`src/hdl/rws_pkg.sv`:
```
package rws_pkg;

   localparam int CSR_ADDR_W = 3;
   localparam int CSR_DATA_W = 32;
   localparam int EIU_W = 7;

   // Register index as decoded from paddr bit 2.
   localparam logic REG_ENTRIES_IN_USE = 1'b0;
   localparam logic [EIU_W-1:0] ENTRIES_RESET = 7'd64;

   localparam logic KIND_LOAD = 1'b0;
   localparam logic KIND_DRAW = 1'b1;

   localparam int SCALE_THOUSAND = 1000;
   localparam int DRAW_W = 10;
   localparam int INDEX_W = 6;
   localparam int FIT_IN_W = 16;

   typedef struct packed {
      logic load_we;
      logic draw_start;
      logic sum_acc;
      logic mul;
      logic walk_acc;
      logic idx_inc;
      logic emit;
   } cmd_type;

   typedef struct packed {
      logic last;
      logic hit;
   } status_type;

endpackage

```
`src/hdl/rws_ctrl.sv`:
```
module rws_ctrl (
   input  logic                clock,
   input  logic                reset,
   input  logic                start,
   input  logic                req_kind,
   input  rws_pkg::status_type status,
   output rws_pkg::cmd_type    cmd,
   output logic                busy,
   output logic                rsp_valid
);
   import rws_pkg::*;

   typedef enum logic [2:0] {
      IDLE,
      SUM_RD,
      SUM_ACC,
      MUL,
      WALK_RD,
      WALK_ACC,
      WALK_END
   } ctrl_state_type;

   ctrl_state_type state_ff, state_in;
   logic rsp_valid_ff, rsp_valid_in;

   always_comb begin
      cmd = '0;
      state_in = state_ff;
      unique case (state_ff)
         IDLE: begin
            cmd.load_we = start && (req_kind == KIND_LOAD);
            cmd.draw_start = start && (req_kind == KIND_DRAW);
            if (cmd.draw_start) begin
               state_in = SUM_RD;
            end
         end
         SUM_RD: begin
            state_in = SUM_ACC;
         end
         SUM_ACC: begin
            cmd.sum_acc = 1'b1;
            cmd.idx_inc = !status.last;
            state_in = status.last ? MUL : SUM_RD;
         end
         MUL: begin
            cmd.mul = 1'b1;
            state_in = WALK_RD;
         end
         WALK_RD: begin
            // The scaled prefix now covers every entry before the one being read.
            cmd.emit = status.hit;
            state_in = status.hit ? IDLE : WALK_ACC;
         end
         WALK_ACC: begin
            cmd.walk_acc = 1'b1;
            cmd.idx_inc = !status.last;
            state_in = status.last ? WALK_END : WALK_RD;
         end
         WALK_END: begin
            cmd.emit = 1'b1;
            state_in = IDLE;
         end
         default: begin
            state_in = IDLE;
         end
      endcase
      rsp_valid_in = cmd.emit;
   end

   always_ff @(posedge clock) begin
      if (reset) begin
         state_ff <= IDLE;
         rsp_valid_ff <= 1'b0;
      end else begin
         state_ff <= state_in;
         rsp_valid_ff <= rsp_valid_in;
      end
   end

   assign busy = (state_ff != IDLE);
   assign rsp_valid = rsp_valid_ff;

   a_draw_starts: assert property (@(posedge clock) disable iff (reset)
      (state_ff == IDLE && start && req_kind == KIND_DRAW) |=> state_ff == SUM_RD)
      else $error("accepted draw item did not start the sum pass");

   a_result_ends_draw: assert property (@(posedge clock) disable iff (reset)
      rsp_valid_ff |-> state_ff == IDLE)
      else $error("result shown while a draw is still running");

   a_single_result: assert property (@(posedge clock) disable iff (reset)
      rsp_valid_ff |=> !rsp_valid_ff)
      else $error("more than one result for a draw item");

   a_load_no_busy: assert property (@(posedge clock) disable iff (reset)
      (state_ff == IDLE && start && req_kind == KIND_LOAD) |=> !busy)
      else $error("load item made the block busy");

endmodule

```
`src/hdl/rws_datapath.sv`:
```
module rws_datapath #(
   parameter int MAX_ENTRIES = 64,
   parameter int FITNESS_BITS = 16
) (
   input  logic                                clock,
   input  rws_pkg::cmd_type                    cmd,
   input  logic [rws_pkg::INDEX_W-1:0]         req_entry_index,
   input  logic [rws_pkg::FIT_IN_W-1:0]        req_fitness,
   input  logic [rws_pkg::DRAW_W-1:0]          req_draw,
   input  logic [rws_pkg::EIU_W-1:0]           entries_in_use,
   output rws_pkg::status_type                 status,
   output logic [rws_pkg::INDEX_W-1:0]         rsp_chosen_index,
   output logic                                rsp_fallback
);
   import rws_pkg::*;

   localparam int IDX_W = (MAX_ENTRIES > 1) ? $clog2(MAX_ENTRIES) : 1;
   localparam int SUM_W = FITNESS_BITS + IDX_W;
   localparam int LHS_W = SUM_W + DRAW_W;

   logic [FITNESS_BITS-1:0] fitness_mem [MAX_ENTRIES];
   logic [FITNESS_BITS-1:0] rd_data_ff;
   logic [IDX_W-1:0]        idx_ff;
   logic [IDX_W-1:0]        prev_idx_ff;
   logic [DRAW_W-1:0]       draw_ff;
   logic [SUM_W-1:0]        total_ff;
   logic [LHS_W-1:0]        lhs_ff;
   logic [LHS_W-1:0]        scaled_ff;
   logic [INDEX_W-1:0]      chosen_ff;
   logic                    fallback_ff;

   logic [31:0]             wr_addr_ext;
   logic [31:0]             fit_ext;
   logic [31:0]             eiu_ext;
   logic [31:0]             last_wide;
   logic [31:0]             prev_ext;
   logic                    wr_ok;
   logic [IDX_W-1:0]        last_idx;

   assign wr_addr_ext = 32'(req_entry_index);
   assign fit_ext = 32'(req_fitness);
   assign wr_ok = (wr_addr_ext < 32'(MAX_ENTRIES));
   assign eiu_ext = 32'(entries_in_use);
   assign prev_ext = 32'(prev_idx_ff);

   // Zero entries in use counts as one; anything above the store size is clamped.
   always_comb begin
      if (eiu_ext == 32'd0) begin
         last_wide = 32'd0;
      end else if (eiu_ext > 32'(MAX_ENTRIES)) begin
         last_wide = 32'(MAX_ENTRIES - 1);
      end else begin
         last_wide = eiu_ext - 32'd1;
      end
   end
   assign last_idx = last_wide[IDX_W-1:0];

   always_ff @(posedge clock) begin
      if (cmd.load_we && wr_ok) begin
         fitness_mem[wr_addr_ext[IDX_W-1:0]] <= fit_ext[FITNESS_BITS-1:0];
      end
      rd_data_ff <= fitness_mem[idx_ff];
   end

   always_ff @(posedge clock) begin
      if (cmd.draw_start) begin
         draw_ff <= req_draw;
         total_ff <= '0;
         idx_ff <= '0;
      end else if (cmd.mul) begin
         lhs_ff <= LHS_W'(draw_ff) * LHS_W'(total_ff);
         scaled_ff <= '0;
         idx_ff <= '0;
      end else begin
         if (cmd.sum_acc) begin
            total_ff <= total_ff + SUM_W'(rd_data_ff);
         end
         if (cmd.walk_acc) begin
            scaled_ff <= scaled_ff + LHS_W'(rd_data_ff) * LHS_W'(SCALE_THOUSAND);
            prev_idx_ff <= idx_ff;
         end
         if (cmd.idx_inc) begin
            idx_ff <= idx_ff + IDX_W'(1);
         end
      end
      if (cmd.emit) begin
         chosen_ff <= prev_ext[INDEX_W-1:0];
         fallback_ff <= !status.hit;
      end
   end

   assign status.last = (idx_ff == last_idx);
   assign status.hit = (lhs_ff < scaled_ff);
   assign rsp_chosen_index = chosen_ff;
   assign rsp_fallback = fallback_ff;

endmodule

```
`src/hdl/roulette_wheel_selector_top.sv`:
```
// Fitness-proportional selector. A load item (kind 0) writes a fitness into one
// entry and busy stays low. A draw item (kind 1) sums the entries in use and
// then walks their prefix sums, picking the first entry whose prefix, times
// 1000, exceeds draw times the total. Both passes share the single read port of
// the fitness store. Busy stays high through a draw, which ends with one cycle
// of rsp_valid. The receiver must take the result in that cycle. If no prefix
// passes, the last entry in use is returned with rsp_fallback set. Entries
// must be loaded before a draw reads them.
module roulette_wheel_selector_top #(
   parameter int MAX_ENTRIES = 64,
   parameter int FITNESS_BITS = 16
) (
   input  logic                               clock,
   input  logic                               reset,
   input  logic                               start,
   output logic                               busy,
   input  logic                               req_kind,
   input  logic [rws_pkg::INDEX_W-1:0]        req_entry_index,
   input  logic [rws_pkg::FIT_IN_W-1:0]       req_fitness,
   input  logic [rws_pkg::DRAW_W-1:0]         req_draw,
   output logic                               rsp_valid,
   output logic [rws_pkg::INDEX_W-1:0]        rsp_chosen_index,
   output logic                               rsp_fallback,
   input  logic                               psel,
   input  logic                               penable,
   input  logic                               pwrite,
   input  logic [rws_pkg::CSR_ADDR_W-1:0]     paddr,
   input  logic [rws_pkg::CSR_DATA_W-1:0]     pwdata,
   output logic [rws_pkg::CSR_DATA_W-1:0]     prdata,
   output logic                               pready
);
   import rws_pkg::*;

   logic [EIU_W-1:0] entries_in_use_ff;
   logic             csr_write;
   cmd_type          cmd;
   status_type       status;

   assign pready = 1'b1;
   assign csr_write = psel && penable && pwrite && pready && (paddr[2] == REG_ENTRIES_IN_USE);

   always_ff @(posedge clock) begin
      if (reset) begin
         entries_in_use_ff <= ENTRIES_RESET;
      end else if (csr_write) begin
         entries_in_use_ff <= pwdata[EIU_W-1:0];
      end
   end

   always_comb begin
      if (paddr[2] == REG_ENTRIES_IN_USE) begin
         prdata = CSR_DATA_W'(entries_in_use_ff);
      end else begin
         prdata = '0;
      end
   end

   rws_ctrl u_ctrl (
      .clock     (clock),
      .reset     (reset),
      .start     (start),
      .req_kind  (req_kind),
      .status    (status),
      .cmd       (cmd),
      .busy      (busy),
      .rsp_valid (rsp_valid)
   );

   rws_datapath #(
      .MAX_ENTRIES  (MAX_ENTRIES),
      .FITNESS_BITS (FITNESS_BITS)
   ) u_datapath (
      .clock            (clock),
      .cmd              (cmd),
      .req_entry_index  (req_entry_index),
      .req_fitness      (req_fitness),
      .req_draw         (req_draw),
      .entries_in_use   (entries_in_use_ff),
      .status           (status),
      .rsp_chosen_index (rsp_chosen_index),
      .rsp_fallback     (rsp_fallback)
   );

endmodule
```
`config.mk`:
```
export PLATFORM = sky130hd
export DESIGN_NAME = roulette_wheel_selector_top
export DESIGN_NICKNAME = d
export VERILOG_FILES = /design/src/hdl/rws_pkg.sv /design/src/hdl/rws_ctrl.sv /design/src/hdl/rws_datapath.sv /design/src/hdl/roulette_wheel_selector_top.sv
export SDC_FILE = /design/constraint.sdc
export NUM_CORES = 2
export LEC_CHECK = 0
export ABC_CLOCK_PERIOD_IN_PS = 7900
export BUFFER_PORTS_ARGS = -buffer_cell sky130_fd_sc_hd__buf_2
export CAP_MARGIN = 20
export CORE_ASPECT_RATIO = 0.75
export CORE_UTILIZATION = 60
export DETAILED_ROUTE_END_ITERATION = 7
export PLACE_DENSITY = 0.77
export SYNTH_ARGS = -nofsm -noshare
export SYNTH_HDL_FRONTEND = slang
export SYNTH_SLANG_ARGS = --single-unit
```
`constraint.sdc`:
```
create_clock -name clock -period 7.9 [get_ports clock]
set_input_delay 0 -clock clock [delete_from_list [all_inputs] [get_ports clock]]
set_output_delay 0 -clock clock [all_outputs]
set_load 0.02 [all_outputs]
```
# ---- Word level (Yosys, flattened, before mapping)
# Memories as Yosys holds them, arrays and structs flattened. A register that Yosys moved wholly into a read port is not among the register bits.
# Index checks and enable logic that the tools add are counted.
dict set report totals {
  ramBits 1024
  word_cells 68
  mem_count 1
  inputBits 74
  ff_bits 126
  output_inout_bits 42
}
# memory words word_bits read_ports rd_clocked_by_memory_dff write_ports line_no
set mem_list {}
lappend mem_list {u_datapath.fitness_mem 64 16 1 1 1 rws_datapath.sv:21} ;# logic [FITNESS_BITS-1:0] fitness_mem [MAX_ENTRIES];
dict set report classes {
  n_mux 17
  mul 2
  reduce_logical 18
  n_bitwise 4
  n_addsub 4
  n_lt_le_gt_ge 3
  n_eq_ne 8
}
# operator n
set ops {}
lappend ops {{$add 32x26->32} 1}
lappend ops {{$logic_not 32->1} 1}
lappend ops {{$lt 32x32->1} 1}
lappend ops {{$mul 10x22->32} 1}
lappend ops {{$mux 32} 1}
lappend ops {{$mul 16x7->23 const B} 1}
lappend ops {{$add 22x16->22} 1}
lappend ops {{$pmux 3 s6} 1}
lappend ops {{$mux 6} 2}
lappend ops {{$eq 3x3->1 const B} 3}
lappend ops {{$gt 7x7->1 const B} 1}
lappend ops {{$lt 6x7->1 const B} 1}
lappend ops {{$mux 7} 1}
lappend ops {{$add 6x1->6 const B} 1}
lappend ops {{$eq 3x2->1 const B} 2}
lappend ops {{$eq 6x6->1} 1}
lappend ops {{$logic_and 1x1->1} 6}
lappend ops {{$mux 1} 6}
lappend ops {{$mux 2} 3}
lappend ops {{$mux 3} 2}
lappend ops {{$reduce_and 2->1} 3}
lappend ops {{$sub 6x1->6 const B} 1}
lappend ops {{$not 1->1} 4}
lappend ops {{$reduce_or 2->1} 2}
lappend ops {{8 further kinds} 9}

# ---- Longest topological paths before layout
dict set report depth {
  word_depth 6
  ltp_mapped 25
  ltp_nobuf 24
}

# ---- Hierarchy
# From an unflattened synthesis, not the netlist that was laid out.
dict set report unflattened {
  hier_cells 3479
  hier_area_um2 56932.1
}
# mod seq_area_each_um2 cells_per_inst area_each_um2 instances
set modules_own_cells {}
lappend modules_own_cells {rws_datapath 34062.7 3383 56095.0 1}
lappend modules_own_cells {roulette_wheel_selector_top 140.1 66 581.8 1}
lappend modules_own_cells {rws_ctrl 80.1 30 255.2 1}

# ---- Worst setup path after synthesis
# OpenSTA, ideal clock, no wires.
dict set report synth_path {
  kind {register -> register}
  start {reg u_datapath.rd_data_ff[1] (read register of u_datapath.fitness_mem)}
  end {reg u_datapath.scaled_ff[28] (data pin)}
  period_less_slack_ns 5.766
  arrival_ns 5.460
  t_required_ns 7.594
  setup_ns 0.306
  stages_incl_launch_ff 24
  n_path_buf 1
  slack_ns 2.134
  cell_sequence {dfxtp_1 -> inv_1 -> fa_1 -> fa_1 -> fa_1 -> fa_1 -> inv_1 -> ha_1 -> o21ai_0 -> nand2b_1 -> a31o_2 -> nand3_1 -> nand3_1 -> o21ai_0 -> nand2b_1 -> xor2_1 -> ha_1 -> clkbuf_1 -> nand4_1 -> a311oi_1 -> o311ai_1 -> a211oi_1 -> xnor2_1 -> nor2_1}
}
dict set report synth_between {
  elab_chain_len 3
}
# item line_no
set synth_lines {}
lappend synth_lines {{start: declaration} rws_datapath.sv:22} ;# logic [FITNESS_BITS-1:0] rd_data_ff;
lappend synth_lines {{$mul 16x7->23} rws_datapath.sv:79} ;# scaled_ff <= scaled_ff + LHS_W'(rd_data_ff) * LHS_W'(SCALE_THOUSAND);
lappend synth_lines {{$add 32x26->32} rws_datapath.sv:79}
lappend synth_lines {{$mux 32} rws_datapath.sv:78} ;# if (cmd.walk_acc) begin
lappend synth_lines {{end signal: assignment} rws_datapath.sv:79}
lappend synth_lines {{end: declaration} rws_datapath.sv:28} ;# logic [LHS_W-1:0] scaled_ff;
# Every way passes these cells. The select of a mux whose other input is x is not followed.
# A chain may end at the register's enable or synchronous reset.

# ---- Worst setup path in the final report
# Ends and elaborated chain as after synthesis.

==> run summary <==
The H-tree depth reported by CTS came out at 3. In this run the deepest clock path goes through 3 buffers. The number of enable flip-flop cells after synthesis is 1105. The detailed router finished its first iteration with around 4.0k violations.

The most critical setup path has its startpoint at u_datapath.rd_data_ff[1]$_DFF_P_. The per-cell routed wire length came out at approximately 29 um. The share of the clock period used by the worst path is ~85%. The met1 global-route usage came out at between 40% and 50%. On the final layout, the worst hold slack is between 0.02 and 0.03 ns.

In this run the worst hold path is classified as in -> reg. The main flop type after synthesis is sky130_fd_sc_hd__edfxtp_1. The synthesized-area fraction occupied by ao, oa, aoi and oai cells came out at 3.21%.

The area of the placeable core came out at ~90000 um2. The synthesis-to-finish area growth came out at 10.8%. The insertion delay to the later sink of the worst-skew pair is 0.70 ns. The post-layout worst setup margin is approximately 1.2 ns. The number of antenna violations at the first check in global routing was 14. STA classifies the critical path startpoint as a register. Leaving out fill and tap cells, the most frequent cell in the layout is sky130_fd_sc_hd__edfxtp_1. The detailed router placed approximately 32k vias in this run. Data on the critical path arrives at its endpoint at 7.14 ns. The worst setup path is captured at a register. The post-CTS clock slew at the launch and capture registers of the worst setup and hold paths is 0.06 ns. In this run the most critical hold path is launched from req_draw[9].

For this run, global-route usage on met2 was measured as about 46%. The cell area after placement is roughly 58000 um2. Along the worst path, the maximum fanout reaches 7.

The synthesized design contains ~1.2k register bits. The final-report max-slew violation count is 0. The sum of negative setup slack came out at 0 ns. The power per cell area came out at approximately 400 nW/um2. The leakage power total came out at about 22 nW. The sequential share of the synthesized area is 61.0%.

Across the VDD grid, the largest voltage drop is around 800 uV. The number of distinct standard cells referenced by the synthesized netlist is just under 80. The total wire length after detailed routing came out at 141000 um. The achievable clock frequency came out at about 0.15 GHz.

TritonCTS built the clock tree. The overall die area is approximately 95000 um2. The number of global-route vias before repair came out at around 32k. The worst path needs around 6.7 ns of the cycle, external delays included. The number of warnings reported in the yosys synthesis log came out at 0. The post-synthesis instance area is 56200 um2. Buffers placed on the I/O ports in this run total between 60 and 70. met2 is the most crowded layer.

The synthesized netlist devotes 1.19% of its cell area to XOR and XNOR gates. The die is between 200 and 300 um tall. The synthesized netlist devotes under 10% of its cell area to simple gates. The site row count is 96.

The summed area of non-filler cells in the final layout came out at between 60000 and 70000 um2. The first global-routing pass estimated between 200000 and 250000 um of wire. The count of cells in the finished layout, fillers not included, comes to 4874. Clock tree synthesis selected as its root buffer the cell sky130_fd_sc_hd__clkbuf_16. The mean number of vias per cell came out at ~6.5.

The met3 track demand over resource in global routing came out at 6.98%. The number of top-level pins is between 100 and 150. After detailed placement, the design holds a cell count of 4603. The cell count after synthesis is 3380. The hold violation count in the final report is 0.

The library cell appearing most often on the critical path is sky130_fd_sc_hd__fa_1. Leaving out fill and tap cells, the most frequent cells in the layout are sky130_fd_sc_hd__edfxtp_1, sky130_fd_sc_hd__mux4_2, sky130_fd_sc_hd__inv_1. Summing internal, switching and leakage power gives around 24 mW.

The maximum number of pins on one net before global-route repair is ~120. The number of violations of the max-capacitance limit is 0. The critical path class is reg -> reg. The worst slew margin relative to its limit is between 20% and 30%. The congestion estimate from routability-driven global placement came to between 0.9 and 1. The overall die width came out at around 360 um. The starting utilization of the core area came out at 61.0%. The largest individual stage delay along the critical path comes from the cell sky130_fd_sc_hd__fa_1. By area the synthesized netlist is led by sky130_fd_sc_hd__edfxtp_1, sky130_fd_sc_hd__mux4_2, sky130_fd_sc_hd__fa_1. The slew at the pin closest to its max-slew limit is around 1.1 ns. Global routing used 30.2% of the available tracks. For this run the aggregate overflow at the end of global routing stands at 0. The final reports fail on DRC. The final number of setup-violating endpoints is 0. Summed over its instances, the top area cell type makes up between 50% and 60% of the synthesized netlist area.

The first TritonRoute pass finished after 8 iterations. The final-stage net count came out at a little over 4k. The run finished, with violations left.

Setup repair after global routing left no endpoint under its margin. The largest area contributor in the synthesized netlist is sky130_fd_sc_hd__edfxtp_1. After synthesis, the share of flip-flops with an asynchronous set or reset is 0%.

The required time of the critical path is about 8.3 ns. The worst setup skew after layout came out at 0.0392 ns. The critical path's largest stage delay is 0.62 ns. The worst setup timing slack at the placement stage came out at roughly 1.3 ns. After synthesis, the largest family of logic cells by area is multiplexers. In this run the critical register-to-register path is launched from u_datapath.rd_data_ff[1]$_DFF_P_.

The HPWL after detailed placement came out at about 85000 um. The utilization after layout came out at 67.7%. After detailed routing, the number of remaining DRC violations is 4. The number of clock sinks is 1160. The signal on the critical path passes through inv_1 > fa_1 > fa_1 > fa_1 > fa_1 > inv_1 > ha_1 > o21ai_0 > nand2b_1 > a31o_2 > a31oi_1 > o21ai_1 > a21oi_1 > o21ai_1 > xor2_1 > ha_1 > a21oi_1 > o211ai_1 > o311ai_1 > a211oi_1 > xnor2_1 > nor2_1. The adder-cell area share of the yosys netlist came out at a little under an eighth.

After synthesis, the share of cell area in mux cells is between 10% and 20%. The mean cell area of the mapped netlist is 16.6 um2. The detail route stage leaves a number of antenna-violating nets equal to 0. The proportion of layout cells with a drive suffix above 1 came out at 18.4%. The number of clock buffers added by TritonCTS is roughly 110.
[cell usage after synthesis (all sizes together), types with 10 or more instances]
master	number
a211oi	19
a21o	32
a21oi	66
a31oi	19
and2	91
and3	10
buf	71
clkbuf	101
dfxtp	55
edfxtp	1105
fa	214
ha	193
inv	286
mux2i	14
mux4	336
nand2	218
nand2b	14
nand3	43
nand4	12
nor2	158
nor2b	19
nor3	39
o211ai	13
o21a	13
o21ai	59
or3	12
xnor2	56
xor2	18
[power breakdown]
group | leakage, nW | switching [mW] | internal, mW | total [mW]
clock network | 1.70 | 2.30 | 2.92 | 5.22
logic | 9.76 | 6.76 | 4.85 | 11.6
registers | 10.4 | 0.200 | 7.24 | 7.44
total | 21.9 | 9.26 | 15.0 | 24.3
[logic make-up (layout without fill, tap and decap cells)]
group / count (synthesis) / in the layout
DFF: 1160 / 1160
xor gates and xnor gates: 75 / 75
and+or+nand+nor: 649 / 649
other: 2 / 30
adders and majority gates: 407 / 407
muxes: 350 / 350
buffers and inverters: 460 / 701
AOI/OAI and AO/OA: 277 / 277
[metal layers]
metal	up-vias	wire, um
met2	1878	65200
met5	-	60
met1	16500	56200
met4	8	3480
li1	13100	-
met3	247	16000
[critical path: cells and delay by family (launching register included)]
kind	cells	cell delay, ns
fa+ha+maj	6	2.74
compound gates	10	2.39
flops	1	0.52
xor+xnor	2	0.34
buf+inv	2	0.30
simple gates	2	0.18
[registers in the layout, summed over array words and instances (netlist names), 3 cells and up]
name                         flops
entries_in_use_ff                7
u_ctrl.state_ff                  3
u_datapath.draw_ff              10
u_datapath.fitness_mem        1024
u_datapath.idx_ff                6
u_datapath.lhs_ff               29
u_datapath.prev_idx_ff           6
u_datapath.rd_data_ff           16
u_datapath.rsp_chosen_index      6
u_datapath.scaled_ff            29
u_datapath.total_ff             22
[repair_timing]
action	4_1_cts	5_1_grt
setup endpoints to repair	0	0
hold endpoints to repair	27	650
hold buffers	36	16
gates resized for setup	0	0
buffers inserted	0	0
[worst paths after layout]
check                                             endpoint  slack, ns  depth (start not counted)
setup / recovery    u_datapath.scaled_ff[28]$_SDFFCE_PP0P_       1.15                         22
setup reg to reg    u_datapath.scaled_ff[28]$_SDFFCE_PP0P_       1.15                         22
hold reg to reg   u_datapath.rsp_chosen_index[5]$_DFFE_PP_       0.43                          0
hold / removal             u_datapath.draw_ff[9]$_DFFE_PP_       0.03                          2
[cell type report]
class | count | area [um2]
multi-input combinational | 1784 | 20100
clock inverter | 69 | 731
tap | 1225 | 1530
fill | 5842 | 29800
antenna | 4 | 10.0
inverter | 288 | 1080
sequential | 1160 | 34300
timing repair buffer | 214 | 1830
clock buffer | 130 | 2790
(Power assumes the default switching activity.)
